<file path="src/rtl/assert_macros.svh">
// Assertion macros for the key event dedup block
`ifndef ASSERT_MACROS_SVH
`define ASSERT_MACROS_SVH
`ifndef NO_ASSERTIONS
`define DSK_ASSERT(label, prop, msg) \
  label: assert property (@(posedge clk) disable iff (rst) prop) else $error(msg);
`define DSK_ASSERT_ALWAYS(label, prop, msg) \
  label: assert property (@(posedge clk) prop) else $error(msg);
`else
`define DSK_ASSERT(label, prop, msg)
`define DSK_ASSERT_ALWAYS(label, prop, msg)
`endif
`endif

</file>
<file path="src/rtl/dsk_pkg.sv">
package dsk_pkg;

  localparam int DEF_KEY_CODES   = 256;
  localparam int DEF_QUEUE_DEPTH = 16;

  // register indexes
  localparam logic [1:0] REG_WINDOW   = 2'd0;
  localparam logic [1:0] REG_LIFETIME = 2'd1;
  localparam logic [1:0] REG_DELAY    = 2'd2;

  typedef enum logic [1:0] {
    OP_RAW  = 2'd0,
    OP_HOOK = 2'd1,
    OP_POLL = 2'd2,
    OP_NONE = 2'd3
  } opcode_t;

  typedef enum logic [1:0] {
    CMD_NOP  = 2'd0,
    CMD_RAW  = 2'd1,
    CMD_HOOK = 2'd2,
    CMD_POLL = 2'd3
  } cmd_kind_t;

  typedef struct packed {
    cmd_kind_t   kind;
    logic [7:0]  key;
    logic [31:0] msg;
    logic [63:0] now;
  } cmd_t;

  typedef struct packed {
    logic [15:0] window;
    logic [15:0] lifetime;
    logic [15:0] delay;
  } cfg_t;

  typedef enum logic [2:0] {
    B_IDLE,
    B_PRUNE,
    B_SEARCH,
    B_SCAN,
    B_FLUSH,
    B_RESULT
  } back_state_t;

endpackage

</file>
<file path="src/rtl/dsk_front.sv">
module dsk_front #(
  parameter int KEY_CODES = 256
) (
  input  logic              clk,
  input  logic              rst,
  input  logic              in_valid,
  input  logic              take,
  input  logic [1:0]        opcode,
  input  logic [7:0]        key_code,
  input  logic              key_down,
  input  logic [31:0]       message_time,
  input  logic [63:0]       arrival_time,
  output dsk_pkg::cmd_t     cmd
);
  import dsk_pkg::*;

  localparam int KW = (KEY_CODES > 1) ? $clog2(KEY_CODES) : 1;

  logic [KEY_CODES-1:0] raw_held;
  logic [KEY_CODES-1:0] hook_held;
  logic [31:0]          key32;
  logic [KW-1:0]        kidx;
  logic                 in_range;
  logic                 is_raw;
  logic                 was_held;
  opcode_t              op;

  assign op       = opcode_t'(opcode);
  assign key32    = 32'(key_code);
  assign kidx     = key32[KW-1:0];
  assign in_range = key32 < 32'(KEY_CODES);
  assign is_raw   = (op == OP_RAW);
  assign was_held = is_raw ? raw_held[kidx] : hook_held[kidx];

  // classify: only a fresh press or a poll reaches the back end as work
  always_comb begin
    cmd.kind = CMD_NOP;
    cmd.key  = key_code;
    cmd.msg  = message_time;
    cmd.now  = arrival_time;
    case (op)
      OP_POLL: cmd.kind = CMD_POLL;
      OP_RAW, OP_HOOK: begin
        if (in_range && key_down && !was_held)
          cmd.kind = is_raw ? CMD_RAW : CMD_HOOK;
      end
      default: cmd.kind = CMD_NOP;
    endcase
  end

  // held bitmaps
  always_ff @(posedge clk) begin
    if (rst) begin
      raw_held  <= '0;
      hook_held <= '0;
    end else if (in_valid && take && in_range) begin
      if (op == OP_RAW) raw_held[kidx] <= key_down;
      if (op == OP_HOOK) hook_held[kidx] <= key_down;
    end
  end

endmodule

</file>
<file path="config.mk">
export PLATFORM = sky130hd
export DESIGN_NAME = dsk_front
export DESIGN_NICKNAME = d
export VERILOG_FILES = /design/src/rtl/assert_macros.svh /design/src/rtl/dsk_pkg.sv /design/src/rtl/dsk_front.sv
export SDC_FILE = /design/constraint.sdc
export NUM_CORES = 1
export LEC_CHECK = 0
export BUFFER_PORTS_ARGS = -buffer_cell sky130_fd_sc_hd__buf_2
export CAP_MARGIN = 10
export CORE_MARGIN = 2
export CORE_UTILIZATION = 55
export CTS_BUF_LIST = sky130_fd_sc_hd__clkbuf_2 sky130_fd_sc_hd__clkbuf_4 sky130_fd_sc_hd__clkbuf_8
export CTS_CLUSTER_DIAMETER = 60
export DETAILED_ROUTE_END_ITERATION = 8
export GPL_TIMING_DRIVEN = 0
export MAX_ROUTING_LAYER = met4
export PLACE_DENSITY = 0.75
export SLEW_MARGIN = 20
export SYNTH_ARGS = -nofsm -noshare
export SYNTH_HDL_FRONTEND = slang
export SYNTH_SLANG_ARGS = --single-unit
</file>
<file path="constraint.sdc">
create_clock -name clk -period 5.4 [get_ports clk]
set_clock_uncertainty 0.1 [all_clocks]
set_input_delay 0.27 -clock clk [delete_from_list [all_inputs] [get_ports clk]]
set_output_delay 0.27 -clock clk [all_outputs]
set_load 0.01 [all_outputs]
</file>
* Word-level counts from Yosys, hierarchy flattened
Cells that the tools add are included.
Widths: inputs -> output; s select.
** Cells by class
- $mul :: 0
- Add/subtract/negate cells :: 0
- Muxes and demuxes :: 12
- Reduce and logical (&&, ||, !) cells :: 10
- Order comparisons :: 3
- Divide/modulo/power cells :: 0
- Equality and inequality tests :: 2
- Shift operators :: 0
- Bitwise operators :: 0
** Operators with widths (number)
- $bwmux 256 :: 2
- $lt 8x9->1 const B :: 2
- $bmux 1 s8 :: 2
- $demux 1 s8 :: 1
- $ge 8x1->1 const B :: 1
- $logic_and 1x1->1 :: 5
- $mux 1 :: 4
- $mux 2 :: 2
- $pmux 2 s2 :: 1
- $reduce_and 2->1 :: 2
- $eq 2x1->1 const B :: 1
- $eq 2x2->1 const B :: 1
- $logic_not 2->1 :: 1
- $reduce_or 2->1 :: 1
- $logic_not 1->1 :: 1
** Word-level totals
- ROM bits :: 0
- Input port bits :: 111
- Word-level logic and storage cells :: 29
- Memories kept :: 0
- Flip-flop bits (word level) :: 512
- RAM bits :: 0
- Output and inout port bits :: 106
- Latch bits :: 0

* Longest topological paths before layout
- Depth in word-level cells :: 7
- Gate-level depth with buffers :: 12
- Mapped depth without buffers :: 7

* Worst setup path before layout
Ideal clock, no wire load.
- Kind :: input to output
- Start :: in key_code[1]
- End :: out cmd[104] (netlist bit)
- Stages on the path :: 10
- Path buffers :: 4
- Data arrival time :: 2235 ps
- Data required time :: 5030 ps
- Setup slack :: 2795 ps
- Cells stage by stage :: buf_6 > buf_6 > buf_2 > buf_2 > mux4_2 > a22oi_1 > a21oi_1 > nor4_1 > nor2_1 > o41ai_2
** RTL lines
- start: declaration :: RTL line dsk_front.sv:9 : input logic [7:0] key_code,
- end: declaration :: RTL line dsk_front.sv:13 : output dsk_pkg::cmd_t cmd

==> impl_metrics.toml <==
[detailed_routing]
finalWirelength_mm = 95.0
ant_nets = 0
num_vias = 22700
routedWlPerCell_microns = 29.9
drcViolationCount = 0
drt_iter0_drc = 4036
dr.pass1.iters = 9
wl_met1_mm = 33.2
top_layer = "met4"
vias_per_cell = 7.15
wl_met3_mm = 12.8
wl_met2_mm = 39.8

[global_route]
grt_overflow = 0
grt_pass1_wl_mm = 137
antenna_found_initial = 2
grtUsageTotal = 0.433
grt_max_degree = 11
grt_pass1_vias = 21500

[setup_path]
worstSetupStartpoint = "key_code[2]"
critPathRequiredTime_ns = 5.03
cp_max_fo = 10
timing.rr.start = "raw_held[5]"
endpoint_kind = "primary output"
worst_setup_path_start_kind = "primary input"
reg2reg_slack_ns = 4.49
crit_arrival_ns = 3.94
path_class = "in2out"

[sta]
relSlewSlack = 0.141
slew_violations = 0
tightest_slew_ns = 1.28
fmax_ghz = 0.232
fin_crit_ns = 4.31
fin_crit_sh = 0.799
rsz0062_at_grt = "false"
fin_setup_tns_ns = 0
setup_ws_ns = 1.09
finalSetupViolCount = 0
hold_violations = 0

[layout]
nNetsFinal = 2685
multi_input_area_sq_mm = 0.0111
utilization = 0.629
fillers = 3519
syn_to_final_growth_pct = 12.9
register_area_sq_mm = 0.0102
fin_cells = 3176
drive_gt1_frac = 0.227

[synthesis]
yosys.area.top_type = "dfxtp_1"
ys_ff_latch = 512
syn_area_sq_mm = 0.0234
yosys-top-cells-area = "dfxtp_1 44%, a211oi_1 16%, mux4_2 12%"
synth_top_area_share = 0.439
syn_avg_cell_area_sq_um = 9.84
synth_ff_type = "dfxtp_1"
synth_edf_count = 0
seq_area_frac_synth = 0.439
synth_cell_type_count = 43
async_flop_share = 0
netlist_instances = 2374
ys_warn_count = 0
syn_nets = 2485

[floorplan]
row_count = 75
initial_core_util = 0.557
die_area_sq_mm = 0.0441
die_x_microns = 210
num_io_pins = 217
die_y_microns = 210
core_area_sq_mm = 0.0419

[placement]
hpwlAfterDp_mm = 60.9
place_congestion = 1.03
dp_slack_ns = 1.30
port_buffers = 115
dp_cells = 3028

[cts]
cts.hold.buffers_added = 0
max-clock-path-buffers = 3
cts_root_buf = "clkbuf_8"
cts_tree = "built"
path_clk_slew_ns = 0.06
postCtsSetupRepairBufs = 0
numCtsBuffers = 83
clk_latency_ns = 0.69
h-tree-depth = 3
clock-sinks = 512
ctsResizeCount = 0

[pwr]
p_per_area_mw_per_mm2 = 303
leakage_nw = 8.41
peakVddDrop_mv = 0.246
p_total_mw = 7.99

[hold_path]
hold_start = "key_code[7]"
min_path_type = "in2reg"

[job]
maxCapViolations = 0

[status]
status = "complete, no violations"
==> area by class of cell <==
type	count	share of cell area
Multi-Input combinational cell	1478	0.420
Sequential cell	512	0.389
Buffer	384	0.0777
Clock buffer	136	0.0646
Tap cell	539	0.0256
Timing Repair Buffer	115	0.0218
Clock inverter	10	0.00199
Antenna cell	2	0.000190
==> metal layers <==
metal / vias up / track usage
li1: 9410 / -
met1: 10800 / 0.510
met2: 1905 / 0.606
met3: 630 / 0.140
met4: 0 / 0.347
met5: - / -
==> synth_stat cells (all sizes together) (3+ instances only) <==
cell    instances
nor2b          12
mux2i          28
o22ai           5
clkbuf        187
a31oi           6
a21oi         526
o21ai           5
mux4          123
nand3          26
mux2            5
a211oi        513
nand2b         11
a22oi          28
nor4            4
buf           197
nor3           16
nor2          102
nand2          39
nand3b          7
or2             3
dfxtp         512
==> kinds of logic (layout without fill, tap and decap cells) <==
logic type      count (synthesis)  in the layout  synth area share
mux                           156            156             0.133
compound gates               1092           1092             0.294
other cells                     0              2                 0
simple gates                  230            230            0.0463
buf+inv                       384            645            0.0878
flops                         512            512             0.439
==> metrics by stage <==
step	hold slack (ns)	cell area, sq um
floorplan	0.391	23400
global placement	0.401	24600
detailed placement	0.411	24600
CTS	0.238	26400
global route	0.278	26400
finish	0.270	26400
==> worst paths after layout <==
path	end	depth (start not counted)
setup / recovery	cmd[105]	11
hold / removal	hook_held[82]	6
setup reg to reg	raw_held[5]	2
hold reg to reg	hook_held[30]	2
==> where the power goes <==
part	internal [mW]	total, mW	leakage, nW	switching, mW
combinational	0.184	0.622	3.35	0.438
sequential	3.78	3.78	4.12	0.000741
clock	1.98	3.59	0.943	1.61
total	5.94	7.99	8.41	2.05
==> sequential cells by signal, summed over array words and instances (netlist names) <==
register   count
hook_held    256
raw_held     256
==> critical path, cell delays in order <==
cell	delay, ns
buf_2	0.12
buf_2	0.23
buf_1	0.74
clkbuf_1	0.70
nand2_1	0.39
o22ai_1	0.38
nor3_1	0.16
a31oi_1	0.26
nor3_1	0.10
o31ai_2	0.36
buf_2	0.21
==> layout by cell type, fill, tap and decap left out, types with 2 or more instances in the layout <==
| cell type | count |
|---|---|
| a211oi_1 | 513 |
| a21oi_1 | 526 |
| a22oi_1 | 28 |
| a31oi_1 | 6 |
| and2b_1 | 2 |
| buf_1 | 4 |
| buf_2 | 179 |
| buf_4 | 117 |
| buf_6 | 12 |
| clkbuf_1 | 187 |
| clkbuf_4 | 27 |
| clkbuf_8 | 109 |
| clkinv_2 | 9 |
| dfxtp_1 | 512 |
| diode_2 | 2 |
| mux2_2 | 5 |
| mux2i_1 | 28 |
| mux4_2 | 123 |
| nand2_1 | 39 |
| nand2b_1 | 11 |
| nand3_1 | 26 |
| nand3b_1 | 7 |
| nand4_1 | 2 |
| nor2_1 | 94 |
| nor2_2 | 8 |
| nor2b_1 | 12 |
| nor3_1 | 15 |
| nor4_1 | 3 |
| o21ai_0 | 5 |
| o22ai_1 | 5 |
| o311ai_1 | 2 |
| or2_2 | 3 |
Note: power is estimated with default switching activity, not from simulation.
