`src/rtl/assert_macros.svh`:
```
// Assertion macros for the key event dedup block
`ifndef ASSERT_MACROS_SVH
`define ASSERT_MACROS_SVH
`ifndef NO_ASSERTIONS
`define DSK_ASSERT(label, prop, msg) \
  label: assert property (@(posedge clk) disable iff (rst) prop) else $error(msg);
`define DSK_ASSERT_ALWAYS(label, prop, msg) \
  label: assert property (@(posedge clk) prop) else $error(msg);
`else
`define DSK_ASSERT(label, prop, msg)
`define DSK_ASSERT_ALWAYS(label, prop, msg)
`endif
`endif

```
`src/rtl/dsk_pkg.sv`:
```
package dsk_pkg;

  localparam int DEF_KEY_CODES   = 256;
  localparam int DEF_QUEUE_DEPTH = 16;

  // register indexes
  localparam logic [1:0] REG_WINDOW   = 2'd0;
  localparam logic [1:0] REG_LIFETIME = 2'd1;
  localparam logic [1:0] REG_DELAY    = 2'd2;

  typedef enum logic [1:0] {
    OP_RAW  = 2'd0,
    OP_HOOK = 2'd1,
    OP_POLL = 2'd2,
    OP_NONE = 2'd3
  } opcode_t;

  typedef enum logic [1:0] {
    CMD_NOP  = 2'd0,
    CMD_RAW  = 2'd1,
    CMD_HOOK = 2'd2,
    CMD_POLL = 2'd3
  } cmd_kind_t;

  typedef struct packed {
    cmd_kind_t   kind;
    logic [7:0]  key;
    logic [31:0] msg;
    logic [63:0] now;
  } cmd_t;

  typedef struct packed {
    logic [15:0] window;
    logic [15:0] lifetime;
    logic [15:0] delay;
  } cfg_t;

  typedef enum logic [2:0] {
    B_IDLE,
    B_PRUNE,
    B_SEARCH,
    B_SCAN,
    B_FLUSH,
    B_RESULT
  } back_state_t;

endpackage

```
`src/rtl/dsk_cmd_fifo.sv`:
```
module dsk_cmd_fifo (
  input  logic          clk,
  input  logic          rst,
  input  logic          push,
  input  dsk_pkg::cmd_t wdata,
  output logic          full,
  input  logic          pop,
  output logic          avail,
  output dsk_pkg::cmd_t rdata
);
  import dsk_pkg::*;

  cmd_t       slot [2];
  logic       head;
  logic       tail;
  logic [1:0] count;

  assign full  = (count == 2'd2);
  assign avail = (count != 2'd0);
  assign rdata = slot[head];

  // two-item queue between front and back
  always_ff @(posedge clk) begin
    if (rst) begin
      head  <= 1'b0;
      tail  <= 1'b0;
      count <= 2'd0;
    end else begin
      if (push && !full) tail <= ~tail;
      if (pop && avail) head <= ~head;
      count <= count + 2'(push && !full) - 2'(pop && avail);
    end
  end

  always_ff @(posedge clk) begin
    if (push && !full) slot[tail] <= wdata;
  end

endmodule

```
`config.mk`:
```
export PLATFORM = sky130hd
export DESIGN_NAME = dsk_cmd_fifo
export DESIGN_NICKNAME = d
export VERILOG_FILES = /design/src/rtl/assert_macros.svh /design/src/rtl/dsk_pkg.sv /design/src/rtl/dsk_cmd_fifo.sv
export SDC_FILE = /design/constraint.sdc
export NUM_CORES = 1
export LEC_CHECK = 0
export BUFFER_PORTS_ARGS = -buffer_cell sky130_fd_sc_hd__buf_2
export CAP_MARGIN = 0
export CORE_AREA = 2 2 173 175
export DETAILED_ROUTE_END_ITERATION = 8
export DIE_AREA = 0 0 175 177
export SLEW_MARGIN = 20
export SYNTH_ARGS = -nofsm -noshare
export SYNTH_HDL_FRONTEND = slang
export SYNTH_SLANG_ARGS = --single-unit
```
`constraint.sdc`:
```
create_clock -name clk -period 4.9 [get_ports clk]
set_input_delay 0.735 -clock clk [delete_from_list [all_inputs] [get_ports clk]]
set_output_delay 0.735 -clock clk [all_outputs]
set_load 0.005 [all_outputs]
```
Yosys cells after proc, flatten, opt, wreduce, memory -nomap -nowiden
Memory sizes are Yosys's and may differ from the RTL's. A register that Yosys moved wholly into a read port is not among the register bits.
Cells that the tools add are included.

word-level totals
  RAM bits = 212
  memories = 1
  output and inout bits = 108
  input bits = 110
  register bits after elaboration = 4

operators by class
  bitwise logic cells = 2
  muxes and demuxes = 4
  reduce and logical (&&, ||, !) cells = 4
  add/sub/neg operators = 2
  equality and inequality tests = 1

memory list
  name  depth  bits a word  rd ports  clocked after Yosys merged registers in  wr ports  RTL line            RTL
  slot  2      106          1         1                                        1         dsk_cmd_fifo.sv:13  cmd_t slot [2];

operators by type and width
  kind                                         count
  1-bit two-way mux                            4
  2-bit by 1-bit adder with 2-bit output       1
  2-bit equality test (second input constant)  1
  1-bit logical AND                            2
  1-bit inverter                               2
  2-bit nonzero test                           1
  2-bit by 1-bit subtractor with 2-bit output  1
  1-bit logical NOT                            1

Depth between registers and ports, before layout
Gate-level depths: netlist (run 1).

  depth after elaboration = 5
  mapped depth = 8

Least setup slack after synthesis (run 1)
No wires, ideal clock.

  path kind = input port to flip-flop
  start = in push
  end = mem slot[1][0] in the netlist's numbering, enable pin
  required time = 4.422 ns
  arrival = 3.236 ns
  cell stages on the path = 1
  buffers on the path = 0
  slack = 1.186 ns
  cell sequence = and3_1

between the ends
  cells in the longest elaborated chain, start to end = 3

RTL lines
  element                                  RTL line            RTL
  from (decl)                              dsk_cmd_fifo.sv:4   input logic push,
  1-bit logical AND                        dsk_cmd_fifo.sv:36  if (push && !full) slot[tail] <= wdata;
  1-bit two-way mux                        dsk_cmd_fifo.sv:36
  1-bit two-way mux (implied by the code)  dsk_cmd_fifo.sv:36
  to (decl)                                dsk_cmd_fifo.sv:13

Every way passes these cells.

==> metrics.md, run 1 <==
| Metric | Value |
|---|---|
| Status | `completed` |
| Commonest cells post-synth | `edfxtp_1, mux2_2, mux2_4` |
| Clock Tree Root | `clkbuf_16` |
| Layout overhead on the synthesized area | `28.4%` |
| Crit Reg-Reg Endpoint | `slot[0][19]$_DFFE_PP_` |
| Die Y | `177 um` |
| Wire per inst | `approximately 15 um` |
| Mapped Cells | `about 360` |
| HP Start | `wdata[92]` |
| Multiplexer share of the synthesized area | `0.167` |
| Maximum vdd drop | `~0.00045 V` |
| Synthesized area | `8040 um^2` |
| TritonCTS buffer count | `24` |
| Cell with the most instances after synthesis | `edfxtp_1` |
| Crit share post-route | `0.643` |
| Vias in the first global route | `~4000` |
| Main synth FF type | `edfxtp_1` |
| Pwr/cell area | `roughly 500 nW/um^2` |
| Netlist cell types | `20` |
| Critical path arrival | `approximately 2.4 ns` |
| Sw power | `roughly 1300 uW` |
| Dpl cell area | `9590 um^2` |
| Syn_nets | `~470` |
| Detailed Route Iter0 Violations | `153` |
| Post-synth EDFFs | `212` |
| Syn_area_per_cell | `about 23 um^2` |
| Critical path fanouts, max | `between 50 and 60` |
| Initial Utilization | `0.275` |
| Pleak | `around 0.0039 uW` |
| Fin. Hold Viols | `0` |
| H-tree levels | `1` |
| Simple-gate portion of the synthesized area | `0.00607` |
| Post-synthesis sequential area ratio | `0.804` |
| #FFs+latches synth | `around 220` |
| Layout cells sized above 1 | `0.604` |
| Critical path type | `reg2out` |
| Worst path cell trace | `buf_4 > mux2_2 > buf_2` |
| Worst-path clk slew | `0.06 ns` |
| Io pins | `218` |
| Post-CTS Setup Inserts | `0` |
| Compound-Gate Fraction of Synth Area | `0.00218` |
| DIE AREA | `approximately 31000 um^2` |
| Vias | `roughly 4000` |
| Register-to-Register Setup Slack | `between 2 and 2.5 ns` |
| Max-Cap Viols | `0` |
| Aggregate global routing overflow | `0` |
| Post-Synth Adder-Cell Area | `0.00311` |
| Buffers on Ports | `roughly 220` |
| Synth Warn # | `0` |
| Hold Path Class | `in2reg` |
| GRT Util Overall | `0.0929` |
| Drt total wl | `~15 mm` |
| First-pass GRT wire length | `roughly 23 mm` |
| Sink Count | `~220` |
| DP HPWL | `between 9 and 10 mm` |
| Final ANT Viol Nets | `0` |
| Rows | `63` |
| Maximum clock rate | `around 320 MHz` |
| Fin Hold WS | `0.414 ns` |
| Clock Latency Late Sink | `0.50 ns` |
| Slew @ Worst Pin | `1.01 ns` |
| Final #Nets | `approximately 710` |
| Drt via density | `approximately 4.0` |
| Cell area after layout | `roughly 10000 um^2` |
| Max clock buf depth | `3` |
| RSZ-0062 raised after global routing | `false` |
| Initial antenna violation count | `4` |
| Clock power frac | `0.327` |
| Die width | `roughly 180 um` |
| Clk_skew | `slightly below 0.009 ns` |
| Final Slew Violations | `0` |
| Area contributors post-synth | `edfxtp_1, mux2_2, mux2_4` |
| Req. time, crit path | `around 4.2 ns` |
| Remaining DRCs | `0` |
| Ant diodes | `0` |
| Setup-failing EPs final | `0` |
| Gp weighted congestion | `0.670` |
| Crit path time final | `around 3.2 ns` |
| Combinational power share | `0.200` |
| Cell internal pwr | `3880 uW` |
| Fillcell total | `about 2800` |
| Gates resized, CTS repair | `0` |
| Main combinational cell family by area after synthesis | `multiplexers` |
| Switching share of power | `0.244` |
| Critical Path Max Stage Delay | `between 0.9 and 1 ns` |
| Xor-xnor portion of the synthesized cell area | `0.00327` |
| Worst setup endpoint | `rdata[14]` |
| Area leader, netlist | `edfxtp_1` |
| Core Box Area | `29200 um^2` |
| Worst Reg-to-Reg Cells | `5` |
| Post-synth top area share | `0.792` |
| Crit path capture type | `primary output` |
| Sequential power share | `0.473` |
| CTS tree | `built` |
| Slowest CP cell | `dfxtp_4` |
| Hold Buf Count CTS | `0` |
| R2R Path Start | `count[0]$_SDFF_PP0_` |
| Largest net degree at the start of global routing | `between 70 and 80` |
| DR pass1 iterations | `4` |
| Setup TNS | `0 ns` |
| Normalized max-slew margin | `0.327` |
| FFs w/ async S/R, synth | `0` |
| Startpoint Class | `flop` |
[routing by layer]
metal,vias up,global-route usage,wire (um)
met5,-,0,63
met4,8,0.0281,327
met3,36,0.0438,1600
met2,156,0.148,7030
met1,1910,0.112,6350
li1,1886,-,-
[worst max-delay path, delay by kind of cell (launching register included)]
| family | cells | cell delay (ns) |
|---|---|---|
| flip-flops | 1 | 0.94 |
| buffers and inverters | 2 | 0.53 |
| multiplexers | 1 | 0.36 |
[power by group through the flow]
stage,sequential [uW],clock [uW],combinational (uW)
3_3_place_gp,2460,0,1050
3_5_place_dp,2470,0,1060
2_1_floorplan,2400,0,696
6_report,2430,1680,1030
4_1_cts,2440,1730,1060
5_1_grt,2460,1800,1120
[per-stage QoR]
stage	total power, uW	instances	setup WS (ns)	utilization
floorplan	3100	356	1.19	-
global placement	3520	957	2.01	0.328
detailed placement	3530	957	2.00	0.328
CTS	5230	999	1.67	0.353
global route	5380	999	1.61	0.353
finish	5130	999	1.75	0.353
[cell families after synthesis]
logic type / after synthesis
xor gates and xnor gates: 3
AOI/OAI and AO/OA: 3
and+or+nand+nor: 9
buffers and inverters: 16
muxes: 106
adders and majority gates: 2
DFF: 217
[cells in the final DEF (no fill, tap or decap), types with 3 or more instances in the layout]
cell       synthesis  routed
buf_2              6     217
clkinv_2           0       5
clkinv_1           0       4
clkbuf_1           0       4
mux2_4            40      40
nor2_1             3       3
dfxtp_1            5       4
buf_4              0       5
mux2_2            66      66
inv_1              4       3
clkbuf_16          0      25
edfxtp_1         212     212
[flip-flops by register name (all words and copies together), names as in the netlist, named ones only]
signal  flops
slot      212
head        1
tail        1
count       2
[final cells by class]
| type | instances | area (um^2) | area share |
|---|---|---|---|
| Sequential cell | 217 | 6470 | 0.626 |
| Tap cell | 390 | 488 | 0.0472 |
| Clock inverter | 12 | 87.6 | 0.00848 |
| Timing Repair Buffer | 223 | 1140 | 0.111 |
| Inverter | 4 | 17.5 | 0.00170 |
| Multi-Input combinational cell | 123 | 1470 | 0.142 |
| Clock buffer | 30 | 654 | 0.0634 |
[worst min-delay path by stage]
stage                             to  slack, ns  depth (start not counted)
6_report       slot[1][92]$_DFFE_PP_       0.41                          1
5_1_grt        slot[0][92]$_DFFE_PP_       0.38                          1
4_1_cts         slot[1][4]$_DFFE_PP_       0.38                          1
3_5_place_dp       tail$_SDFFE_PP0N_       0.50                          2
3_3_place_gp       tail$_SDFFE_PP0N_       0.48                          2
2_1_floorplan      tail$_SDFFE_PP0N_       0.45                          2
(Power assumes the default switching activity.)
==> run 2, diff against run 1 <==
ABC_AREA = 1   (was not set)
clock period = 2.8 ns   (was 4.9 ns; I/O delays follow)
==> run 2 against run 1 <==
Clock skew up 0.015 ns. Global-route usage up 0.079 points. Clock-buffer cell count down 2. Non-clock buffer count unchanged. Routed wire length down 0.61%.
==> metrics.md, run 2 <==
| Metric | Value |
|---|---|
| Status | `completed` |
| Vias in the first global route | `4193 (+3.4%)` |
| Drt total wl | `15.3 mm (-0.61%)` |
| DP HPWL | `9.99 mm (about the same)` |
| Clk_skew | `0.0235 ns (+0.0145 ns)` |
| Setup-failing EPs final | `0 (unchanged)` |
| Bufs and invs on worst path | `2 (unchanged)` |
| Most frequent cells in the layout | `buf_2, edfxtp_1, mux2_2` |
| Normalized max-slew margin | `0.731 (+0.404)` |
| Commonest non-fill, non-tap cell in the layout | `buf_2` |
| GRT Util Overall | `0.0937 (+0.000786)` |
| Setup TNS | `0 ns (unchanged)` |
| Max clock buf depth | `3 (unchanged)` |
| Io pins | `218 (unchanged)` |
| Crit path capture type | `primary output` |
| Final #Nets | `716 (+1.6%)` |
| Aggregate global routing overflow | `0 (unchanged)` |
| Area contributors post-synth | `edfxtp_1, mux2_2, mux2_4` |
| Cell with the most instances after synthesis | `edfxtp_1` |
| Crit share post-route | `0.784` |
| Startpoint Class | `flop` |
| Maximum clock rate | `around 460 MHz` |
| HP Start | `rst` |
| Design Power | `9160 uW (+79%)` |
| Critical path's top delay family | `buffers and inverters` |
| Syn_area_per_cell | `21.9 um^2 (-3.1%)` |
| Wire per inst | `15.1 um (-1.9%)` |
| Gp weighted congestion | `0.715 (+6.7%)` |
| H-tree levels | `1 (unchanged)` |
| Synthesized area | `8060 um^2 (+0.19%)` |
| DIE AREA | `31000 um^2 (unchanged)` |
| Post-synth top area share | `0.790 (-0.00148)` |
| Syn_nets | `480 (+2.6%)` |
| Detailed Route Iter0 Violations | `157 (+2.6%)` |
| CTS tree | `built` |
| Worst-path clk slew | `0.06 ns (about the same)` |
| Main synth FF type | `edfxtp_1` |
| Pwr/cell area | `880 nW/um^2 (+77%)` |
| Post-CTS Setup Inserts | `0 (unchanged)` |
| Clock Tree Root | `clkbuf_16` |
| Sequential cell area | `6470 um^2 (unchanged)` |
| Area of the multi-input gates | `1470 um^2 (about the same)` |
| Die Y | `177 um (unchanged)` |
| Rows | `63 (unchanged)` |
| DR pass1 iterations | `4 (unchanged)` |
| Critical path type | `reg2out` |
| Final ANT Viol Nets | `0 (unchanged)` |
| Hold Path Class | `in2reg` |
| Layout cells sized above 1 | `0.589 (-0.0156)` |
| Critical path fanouts, max | `54 (+1.9%)` |
| Fin Hold WS | `0.0692 ns (-0.345 ns)` |
| Slew @ Worst Pin | `0.404 ns (-0.606 ns)` |
| Crit path time final | `about 2.2 ns` |
| Sink Count | `217 (unchanged)` |
| Req. time, crit path | `2.38 ns (-1.78 ns)` |
| Mapped Cells | `368 (+3.4%)` |
| Drt via density | `4.02 (+0.52%)` |
| Hold Buf Count CTS | `0 (unchanged)` |
| Initial antenna violation count | `4 (unchanged)` |
| Fillcell total | `2780 (-0.68%)` |
| Remaining DRCs | `0 (unchanged)` |
| Top flop regs | `slot: 212 flops, count: 2 flops` |
| Buffers on Ports | `217 (unchanged)` |
| Core Box Area | `29200 um^2 (unchanged)` |
| Fin. Hold Viols | `0 (unchanged)` |
| #FFs+latches synth | `217 (unchanged)` |
| Initial Utilization | `0.275 (+0.000513)` |
| Max-Cap Viols | `0 (unchanged)` |
| Die width | `175 um (unchanged)` |
| Commonest cells post-synth | `edfxtp_1, mux2_2, mux2_4` |
| Clock Latency Late Sink | `0.52 ns (+0.02 ns)` |
| Pleak | `0.00392 uW (+0.82%)` |
| Slowest CP cell | `mux2_2` |
| Largest Register | `slot` |
| Synth Warn # | `0 (unchanged)` |
| Critical path arrival | `1.77 ns (-0.65 ns)` |
| FFs w/ async S/R, synth | `0 (unchanged)` |
| Post-synthesis sequential area ratio | `0.803 (-0.00150)` |
| Largest net degree at the start of global routing | `55 (-23%)` |
| RSZ-0062 raised after global routing | `false` |
| Dpl cell area | `9670 um^2 (+0.85%)` |
| Netlist cell types | `12 (-40%)` |
| TritonCTS buffer count | `23 (-4.2%)` |
| Area leader, netlist | `edfxtp_1` |
| Worst path cell trace | `buf_12 > mux2_2 > buf_2` |
| Vias | `4069 (+1.8%)` |
| Final Slew Violations | `0 (unchanged)` |
| Layout overhead on the synthesized area | `29.2%` |
| Cell area after layout | `10400 um^2 (+0.79%)` |
| Maximum vdd drop | `0.000534 V (+19%)` |
| R2R Path Start | `count[0]$_SDFF_PP0_` |
| First-pass GRT wire length | `22.6 mm (about the same)` |
| Critical Path Max Stage Delay | `0.38 ns (-0.56 ns)` |
| Max FFs per register | `212 (unchanged)` |
| Gates resized, CTS repair | `0 (unchanged)` |
| Post-synth EDFFs | `212 (unchanged)` |
[run 2: changes by cell type after synthesis, sizes merged, moves of 2 or more]
| cell | change |
|---|---|
| xnor2 | -2 |
| nand3 | +3 |
| inv | +5 |
| nand2 | +7 |
| nor2 | +6 |
[run 2: cell type report]
type                       count  share of cell area
multi-input combinational    130               0.141
tap                          390              0.0469
timing repair buffer         223               0.116
sequential                   217               0.622
antenna                        2            0.000481
clock inverter                13              0.0137
inverter                       9             0.00361
clock buffer                  28              0.0571
[run 2: path summary, 6_finish.rpt]
| kind | endpoint | slack [ns] | cells after the start |
|---|---|---|---|
| max reg2reg | count[1]$_SDFF_PP0_ | 1.22 | 10 |
| max | rdata[2] | 0.61 | 3 |
| min reg2reg | head$_SDFFE_PP0P_ | 0.52 | 2 |
| min | count[0]$_SDFF_PP0_ | 0.07 | 2 |
[run 2: worst register-to-register path: cells and delay by family, from the launching register on]
| family | cells | cell delay [ns] |
|---|---|---|
| compound gates | 1 | 0.12 |
| fa+ha+maj | 2 | 0.48 |
| buf+inv | 3 | 0.15 |
| flops | 1 | 0.35 |
| simple gates | 4 | 0.38 |
[run 2: logic make-up after synthesis]
group | share of synthesized area
adders and majority gates | 0.00311
buffers and inverters | 0.0163
muxes | 0.167
AOI/OAI and AO/OA | 0.00124
DFF | 0.803
and+or+nand+nor | 0.00978
[run 2: stage by stage]
stage               setup slack (ns)  cells  utilization
floorplan                      0.224    368            -
global placement                1.13    969        0.331
detailed placement              1.13    969        0.331
CTS                            0.556   1010        0.356
global route                   0.534   1010        0.356
finish                         0.606   1012        0.356
[run 2: routing by layer]
layer,vias to the layer above,part of all wire,track usage
met5,-,0.0029,0
met4,6,0.031,0.0323
met3,34,0.083,0.0369
met2,143,0.48,0.157
met1,1974,0.40,0.109
li1,1912,-,-
[run 2: power by group]
| part | switching (uW) | leakage (uW) | internal, uW |
|---|---|---|---|
| combinational | 946 | 0.00154 | 1020 |
| sequential | 109 | 0.00202 | 4110 |
| clock | 1190 | 0.000361 | 1780 |
